**src/sv/tcq_pkg.sv**
```systemverilog
`default_nettype none
package tcq_pkg;
  localparam logic [2:0] FUNC_ADD    = 3'd0;
  localparam logic [2:0] FUNC_POP    = 3'd1;
  localparam logic [2:0] FUNC_QUERY  = 3'd2;
  localparam logic [2:0] FUNC_CANCEL = 3'd3;
  localparam logic [2:0] FUNC_CLEAR  = 3'd4;

  localparam logic [1:0] ST_OK      = 2'd0;
  localparam logic [1:0] ST_NONE    = 2'd1;
  localparam logic [1:0] ST_FULL    = 2'd2;

  typedef logic [2:0] cell_op_t;
  localparam cell_op_t OP_HOLD  = 3'd0;
  localparam cell_op_t OP_NEW   = 3'd1;
  localparam cell_op_t OP_LEFT  = 3'd2;
  localparam cell_op_t OP_RIGHT = 3'd3;
  localparam cell_op_t OP_OWN   = 3'd4;

  localparam logic [63:0] NO_OWNER_TIME = 64'h0000_0000_FFFF_FFFF;
endpackage
`default_nettype wire

```
**src/sv/tcq_cell.sv**
```systemverilog
`default_nettype none
module tcq_cell #(
  parameter int KW = 32,
  parameter int OW = 16,
  parameter int CW = 6,
  parameter int IDX = 0
) (
  input  wire logic            clk,
  input  wire tcq_pkg::cell_op_t op,
  input  wire logic [KW-1:0]   new_key,
  input  wire logic            new_auto,
  input  wire logic [OW-1:0]   new_owners,
  input  wire logic [KW-1:0]   left_key,
  input  wire logic            left_auto,
  input  wire logic [OW-1:0]   left_owners,
  input  wire logic [KW-1:0]   right_key,
  input  wire logic            right_auto,
  input  wire logic [OW-1:0]   right_owners,
  input  wire logic [KW-1:0]   req_key,
  input  wire logic [OW-1:0]   req_bit,
  input  wire logic [CW-1:0]   count,
  output logic [KW-1:0]        key,
  output logic                 auto_flag,
  output logic [OW-1:0]        owners,
  output logic                 key_match,
  output logic                 owner_match,
  output logic                 auto_valid
);
  logic live;

  assign live        = CW'(IDX) < count;
  assign key_match   = live && (key == req_key);
  assign owner_match = live && ((owners & req_bit) != '0);
  assign auto_valid  = live && auto_flag;

  always_ff @(posedge clk) begin
    unique case (op)
      tcq_pkg::OP_NEW: begin
        key       <= new_key;
        auto_flag <= new_auto;
        owners    <= new_owners;
      end
      tcq_pkg::OP_LEFT: begin
        key       <= left_key;
        auto_flag <= left_auto;
        owners    <= left_owners;
      end
      tcq_pkg::OP_RIGHT: begin
        key       <= right_key;
        auto_flag <= right_auto;
        owners    <= right_owners;
      end
      tcq_pkg::OP_OWN: begin
        owners    <= new_owners;
      end
      default: begin
      end
    endcase
  end
endmodule
`default_nettype wire

```
**config.mk**
```make
export PLATFORM = sky130hd
export DESIGN_NAME = tcq_cell
export DESIGN_NICKNAME = d
export VERILOG_FILES = /design/src/sv/tcq_pkg.sv /design/src/sv/tcq_cell.sv
export SDC_FILE = /design/constraint.sdc
export NUM_CORES = 1
export LEC_CHECK = 0
export BUFFER_PORTS_ARGS = -buffer_cell sky130_fd_sc_hd__clkbuf_2
export CAP_MARGIN = 20
export CORE_ASPECT_RATIO = 0.5
export CORE_MARGIN = 2
export CORE_UTILIZATION = 39
export CTS_BUF_LIST = sky130_fd_sc_hd__clkbuf_8
export CTS_CLUSTER_DIAMETER = 100
export CTS_CLUSTER_SIZE = 28
export DETAILED_ROUTE_END_ITERATION = 8
export PLACE_DENSITY = 0.87
export SLEW_MARGIN = 10
export SYNTH_ARGS = -nofsm -noshare
export SYNTH_HDL_FRONTEND = slang
export SYNTH_SLANG_ARGS = --single-unit
```
**constraint.sdc**
```tcl
create_clock -name clk -period 3.3 [get_ports clk]
set_input_delay 0.66 -clock clk [delete_from_list [all_inputs] [get_ports clk]]
set_output_delay 0.66 -clock clk [all_outputs]
set_load 0.01 [all_outputs]
```
Word level (Yosys, flattened, before mapping)
Index checks and enable logic that the tools add are counted.
W data, S select, Z words.
- bitwise logic cells: 1
- $lt $le $gt $ge: 1
- reduce and logical (&&, ||, !) cells: 7
- eq/ne operators: 5
- muxes and demuxes: 3
- operator list (operator ; count):
    $pmux W32 S3 ; 1
    $pmux W16 S3 ; 1
    $eq A32 B32 Y1 ; 1
    $and A16 B16 Y16 ; 1
    $reduce_bool A16 Y1 ; 1
    $eq A3 B2 Y1 const B ; 2
    $lt A1 B6 Y1 const A ; 1
    $reduce_bool A3 Y1 ; 2
    $eq A3 B1 Y1 const B ; 1
    $eq A3 B3 Y1 const B ; 1
    $logic_and A1 B1 Y1 ; 3
    $pmux W1 S3 ; 1
    $reduce_or A2 Y1 ; 1
- register bits after elaboration: 49
- output and inout port bits: 52
- logic and storage cells: 20
- input port bits: 205

Logic depth before layout (Yosys ltp)
Gate-level depths: netlist of run 1.
- depth after elaboration: 3
- mapped depth: 6
- mapped depth without buffers: 4

Worst setup path before layout of run 1
No wires, ideal clock.
- path kind: input -> register
- start point: in op[0]
- end point: reg auto_flag (enable)
- data arrival time: 2.555 ns
- path buffers: 2
- path slack: 0.322 ns
- cell stages on the path: 4
- data required time: 2.877 ns
- setup time: 0.423 ns
- cell sequence: buf_4 > buf_2 > nor2_1 > nor2_1
- word-level cells in the longest chain between the ends: 2
- elaborated cells on any way between the ends: 4
- RTL lines (element ; RTL line ; text):
    from (decl) ; tcq_cell.sv:9 ; input wire tcq_pkg::cell_op_t op,
    $eq A3 B2 Y1 or $eq A3 B1 Y1 (tied branches) ; tcq_cell.sv:37 ; unique case (op)
    $reduce_bool A3 Y1 (no line) * ; - ;
    to (signal assigned) ; tcq_cell.sv:40 ; auto_flag <= new_auto;
    to (signal assigned) ; tcq_cell.sv:45 ; auto_flag <= left_auto;
    to (signal assigned) ; tcq_cell.sv:50 ; auto_flag <= right_auto;
    to (decl) ; tcq_cell.sv:23 ; output logic auto_flag,
Mark *: on every way between the ends. The rest lies on a longest branch, timed or not.
A chain may end at the register's enable or synchronous reset.

Worst setup path in the final report of run 1
- start point: in count[2]
- end point: out key_match
- word-level cells in the longest chain between the ends: 2
- RTL lines (element ; RTL line ; text):
    from (decl) ; tcq_cell.sv:21 ; input wire logic [CW-1:0] count,
    $lt A1 B6 Y1 ; tcq_cell.sv:31 ; assign live = CW'(IDX) < count;
    $logic_and A1 B1 Y1 ; tcq_cell.sv:32 ; assign key_match = live && (key == req_key);
    to (decl) ; tcq_cell.sv:25 ; output logic key_match,
No other way between the ends.

==> impl_metrics.env, run 1 <==
export IMPL_fin_setup_tns_ns=0
export IMPL_yosysSeqAreaShare_pct=49.87
export IMPL_die_h_um=65.50
export IMPL_post_drt_wl_per_cell_um=15.58
export IMPL_fin_crit_ns=2.713
export IMPL_cts_tree="done"
export IMPL_multi_input_area_um2=1415
export IMPL_io_buffer_count=256
export IMPL_initial_utilization_pct=40.29
export IMPL_setup_viol=0
export IMPL_clock_power_share_pct=28.6
export IMPL_fin_util_pct=60.87
export IMPL_die_area_um2=8319
export IMPL_final_layout_size_suffix_gt1_share_pct=53.42
export IMPL_grt_usage_pct=21.93
export IMPL_synth_top_area_share_pct=49.87
export IMPL_cts_root_buf="clkbuf_8"
export IMPL_combinationalPowerShare_pct=25.1
export IMPL_ioPinCount=257
export IMPL_fillers=651
export IMPL_drc=0
export IMPL_rsz0062_at_grt="no"
export IMPL_max_cap_viol_count=0
export IMPL_intPower_mw=1.312
export IMPL_grt_max_degree=36
export IMPL_diodes=0
export IMPL_p_sw_share_pct=26.87
export IMPL_syn_area_um2=2950
export IMPL_htree_levels=2
export IMPL_drtAntennaViolNets=0
export IMPL_synth_area_mux_share_pct=11.20
export IMPL_start_kind="primary input"
export IMPL_whs_ns=0.6259
export IMPL_regArea_um2=1471
export IMPL_grt_overflow=0
export IMPL_wl_met1_mm=3.601
export IMPL_syn2layout_area_growth_pct=51.06
export IMPL_grt_first_pass_wirelength_mm=13.95
export IMPL_clock_path_buffers=2
export IMPL_wl_met3_um=523
export IMPL_cts_num_sinks=49
export IMPL_hp_class="primary input to flop"
export IMPL_synthSimpleGateAreaFrac_pct=12.13
export IMPL_drt_wl_total_mm=9.456
export IMPL_synth_area_leaders="edfxtp_1 50%, mux2i_1 11%, xor2_1 8.3%"
export IMPL_peakVddDrop_v=0.0001616
export IMPL_via_per_inst=5.013
export IMPL_ctsResizeCount=0
export IMPL_ys_ff_latch=49
export IMPL_fp_row_count=22
export IMPL_synth_compound_area_share_pct=13.95
export IMPL_slew_headroom_pct=36.84
export IMPL_worstMarginPinSlew_ns=0.9427
export IMPL_synth_xor_area_share_pct=10.09
export IMPL_place_hpwl_mm=7.771
export IMPL_place_congestion=0.8123
export IMPL_post_cts_buffers=0
export IMPL_power_frac_seq_pct=46.3
export IMPL_final_hold_viol_count=0
export IMPL_design_area_um2=4457
export IMPL_core_area_um2=7322
export IMPL_first_pass_iters=4
export IMPL_status="complete, no violations"
export IMPL_cts_made_buffers=5
export IMPL_path_max_fanout=3
export IMPL_syn_avg_cell_area_um2=11.35
export IMPL_grt_pass1_vias=3043
export IMPL_crit_type="primary input to primary output"
export IMPL_p_switching_mw=0.4822
export IMPL_top_layer="met4"
export IMPL_synth_adder_area_share_pct=0
export IMPL_dr_total_vias=3043
export IMPL_pwr_density_cell_nw_per_um2=402.6
export IMPL_synth_top_family_by_area="compound AO/OA/AOI/OAI gates"
export IMPL_syn_inst=260
export IMPL_clk_pin_slew_ns=0.09
export IMPL_fin_crit_sh_pct=82.20
export IMPL_synthDistinctLibCells=27
export IMPL_end_kind="primary output"
export IMPL_placed_area_um2=4323
export IMPL_drt_iter0_markers=123
export IMPL_ctsHoldBuffers=0
export IMPL_fmax_mhz=368.6
export IMPL_nets=715
export IMPL_crit_required_ns=2.64
export IMPL_antenna_found_initial=0
export IMPL_maxSlewViolCount=0
export IMPL_fp_dieW_um=127.0
export IMPL_synth_top_area_cell="edfxtp_1"
export IMPL_arrival_ns=2.05
export IMPL_ys_warnings_count=0
export IMPL_total_leakage_power_nw=2.294
export IMPL_met2_length_mm=5.134
export IMPL_synth_fp_nets=465
==> flip-flops by register name, summed over array words and instances, names as in the netlist <==
signal	count
auto_flag	1
owners	16
key	32
==> kinds of logic (layout without fill, tap and decap cells) <==
family | count (synthesis) | count (layout)
AOI/OAI and AO/OA | 58 | 58
xor gates and xnor gates | 34 | 34
DFF | 49 | 49
muxes | 33 | 33
and+or+nand+nor | 70 | 70
buffers and inverters | 16 | 267
==> synth_stat cells (all sizes together) <==
master	n
mux2i	33
xnor2	6
o21ai	33
and2b	1
xor2	28
or4	1
and3	16
a21oi	1
edfxtp	49
nor4	8
nand2b	1
nand3	1
clkbuf	5
a22o	4
a221o	16
nand4	2
and4	1
nand2	33
nor2b	1
a221oi	4
nor3	1
buf	11
nor2	4
==> per-stage QoR <==
stage / power, mW / worst slack [ns] / instances
2_1_floorplan: 1.054 / 0.3217 / 260
3_3_place_gp: 1.284 / 0.6885 / 599
3_5_place_dp: 1.300 / 0.6487 / 599
4_1_cts: 1.812 / 0.6530 / 607
5_1_grt: 1.886 / 0.4823 / 607
6_report: 1.794 / 0.5873 / 607
==> cell type report <==
cell class                 instances  area share [%]
sequential                        49           33.02
multi-input combinational        195           31.75
timing repair buffer             259           29.53
tap                               96           2.695
clock buffer                       5           1.544
clock inverter                     3           1.460
==> worst paths after layout <==
path / end / depth (start not counted) / startpoint / slack, ns
worst min-delay path: key[26] / 3 / new_key[26] / 0.63
worst max-delay path: key_match / 5 / count[2] / 0.59
==> routing by layer <==
| metal | track usage, % | vias up |
|---|---|---|
| met2 | 42.07 | 119 |
| met3 | 5.456 | 23 |
| met5 | 0 | - |
| li1 | - | 1494 |
| met1 | 23.99 | 1407 |
| met4 | 7.692 | 0 |
==> power groups by stage <==
stage / Sequential (mW) / Combinational [mW] / Clock (mW)
floorplan: 0.871 / 0.182 / 0
global placement: 0.841 / 0.442 / 0
detailed placement: 0.846 / 0.454 / 0
CTS: 0.831 / 0.456 / 0.525
global route: 0.838 / 0.495 / 0.552
finish: 0.831 / 0.450 / 0.513
==> critical path, cell delays in order <==
cell and delay, ns:
clkbuf_2 0.08, or4_1 0.51, nor3_1 0.50, nor4_1 0.14, clkbuf_2 0.16
==> placed cells by master, fill, tap and decap left out, types with 5 or more instances in the layout <==
cell,instances
a221o_1,16
nand2_1,33
edfxtp_1,49
xnor2_1,5
xor2_1,28
o21ai_1,33
and3_1,16
clkbuf_2,256
mux2i_1,33
clkbuf_8,5
nor4_1,8
Note: power is estimated with default switching activity, not from simulation.
==> inputs of run 2 (changes only) <==
==> constraint.sdc (replaced) <==
create_clock -name clk -period 2.7 [get_ports clk]
set_input_delay 0.54 -clock clk [delete_from_list [all_inputs] [get_ports clk]]
set_output_delay 0.54 -clock clk [all_outputs]
set_load 0.01 [all_outputs]
==> run 2 against run 1 <==
  * Final cell count up 0.16%
  * Sequential share of layout area increased by 0.35 points
  * Clock power decreased by 21%
  * Critical path depth is the same
  * Combinational power grew 22%
  * Global-route usage is 0.81 points lower
  * Core utilization fell by 0.63 points
  * Sequential power rose by 22%
  * Non-clock buffer count increased by 1
  * Critical endpoint unchanged
==> impl_metrics.env, run 2 (same netlist as run 1, synthesis figures left out) <==
export IMPL_arrival_ns=1.86
export IMPL_die_area_um2=8319
export IMPL_core_area_um2=7322
export IMPL_ioPinCount=257
export IMPL_grt_pass1_vias=2853
export IMPL_clk_pin_slew_ns=0.09
export IMPL_grt_overflow=0
export IMPL_path_max_fanout=2
export IMPL_first_pass_iters=5
export IMPL_drt_wl_total_mm=9.174
export IMPL_fmax_mhz=417.5
export IMPL_fin_crit_sh_pct=88.70
export IMPL_grt_use_met2_pct=40.46
export IMPL_dr_total_vias=2996
export IMPL_status="complete, no violations"
export IMPL_slew_headroom_pct=38.75
export IMPL_final_layout_size_suffix_gt1_share_pct=52.93
export IMPL_post_cts_buffers=0
export IMPL_top_regs="key x32, owners x16, auto_flag x1"
export IMPL_grt_max_degree=39
export IMPL_place_ws_ns=0.3862
export IMPL_worstMarginPinSlew_ns=0.9166
export IMPL_fin_setup_tns_ns=0
export IMPL_rsz0062_at_grt="no"
export IMPL_drc=0
export IMPL_antenna_found_initial=0
export IMPL_layout_commonest_cell="clkbuf_2"
export IMPL_clock_path_buffers=2
export IMPL_holdPathStages=3
export IMPL_grt_busiest_layer="met2"
export IMPL_final_hold_viol_count=0
export IMPL_grt_met1_usage_pct=23.79
export IMPL_fp_row_count=22
export IMPL_max_cap_viol_count=0
export IMPL_largest_reg_flops=32
export IMPL_grt_first_pass_wirelength_mm=13.47
export IMPL_hp_start="new_auto"
export IMPL_crit_type="flop to primary output"
export IMPL_min_to="auto_flag"
export IMPL_initial_utilization_pct=40.29
export IMPL_cts_num_sinks=49
export IMPL_diodes=0
export IMPL_ctsResizeCount=0
export IMPL_final_cell_mix="256 x clkbuf_2, 49 x edfxtp_1, 33 x mux2i_1, 33 x nand2_1, 33 x o21ai_1"
export IMPL_fin_ws_ns=0.3050
export IMPL_place_congestion=0.7856
export IMPL_top_register="key"
export IMPL_totalPowerFinal_mw=1.969
export IMPL_via_per_inst=4.928
export IMPL_end_kind="primary output"
export IMPL_fin_crit_ns=2.395
export IMPL_total_leakage_power_nw=2.285
export IMPL_crit_required_ns=2.16
export IMPL_whs_ns=0.5135
export IMPL_cts_root_buf="clkbuf_8"
export IMPL_io_buffer_count=256
export IMPL_pwr_density_cell_nw_per_um2=446.5
export IMPL_ctsHoldBuffers=0
export IMPL_htree_levels=2
export IMPL_cts_made_buffers=5
export IMPL_post_drt_wl_per_cell_um=15.09
export IMPL_fp_dieW_um=127.0
export IMPL_drtAntennaViolNets=0
export IMPL_place_hpwl_mm=7.655
export IMPL_maxSlewViolCount=0
export IMPL_drt_iter0_markers=135
export IMPL_grt_usage_pct=21.12
export IMPL_grtUsageMet3_pct=5.293
export IMPL_hp_class="primary input to flop"
export IMPL_cts_tree="done"
export IMPL_die_h_um=65.50
export IMPL_nets=716
export IMPL_syn2layout_area_growth_pct=49.49
export IMPL_peakVddDrop_v=0.0002671
export IMPL_fillers=655
export IMPL_setup_viol=0
export IMPL_start_kind="flop"
run 2: report_power, final:
group          internal, mW  total, mW  switching [mW]
sequential            0.953       1.01          0.0613
clock                 0.173      0.407           0.233
combinational         0.282      0.548           0.266
total                  1.41       1.97           0.560
run 2: metrics by stage:
| step | utilization, % | instances | instance area [um2] |
|---|---|---|---|
| after floorplan | - | 260 | 2953 |
| after global placement | 59.14 | 600 | 4330 |
| after detailed placement | 59.14 | 600 | 4330 |
| after CTS | 60.24 | 608 | 4410 |
| after global routing | 60.24 | 608 | 4410 |
| final | 60.24 | 608 | 4410 |
run 2: layer usage:
layer | wire length [um] | up-vias | share of wire [%]
met5 | 0 | - | 0
met4 | 127 | 0 | 1.4
met3 | 519 | 10 | 5.7
met2 | 4983 | 104 | 54
met1 | 3543 | 1388 | 39
li1 | - | 1494 | -
run 2: area by class of cell:
type	instances	area (um2)	area share (%)
Tap cell	96	120.1	2.723
Timing Repair Buffer	260	1324	30.01
Sequential cell	49	1471	33.36
Clock inverter	3	11.26	0.2553
Multi-Input combinational cell	195	1415	32.09
Clock buffer	5	68.82	1.560
run 2: worst max-delay path by stage:
stage	start	end	slack, ns	cells after the start
after CTS	key[20]	key_match	0.27	5
after floorplan	op[0]	owners[0]	0.37	4
after global placement	req_key[20]	key_match	0.37	6
after detailed placement	req_key[20]	key_match	0.39	6
final	key[20]	key_match	0.30	5
after global routing	key[30]	key_match	0.15	5
run 2: worst max-delay path, stage by stage, from the launching register on:
cell	delay, ns
edfxtp_1	0.42
xor2_1	0.16
nor4_1	0.40
nand4_1	0.21
nor4_1	0.19
clkbuf_2	0.18
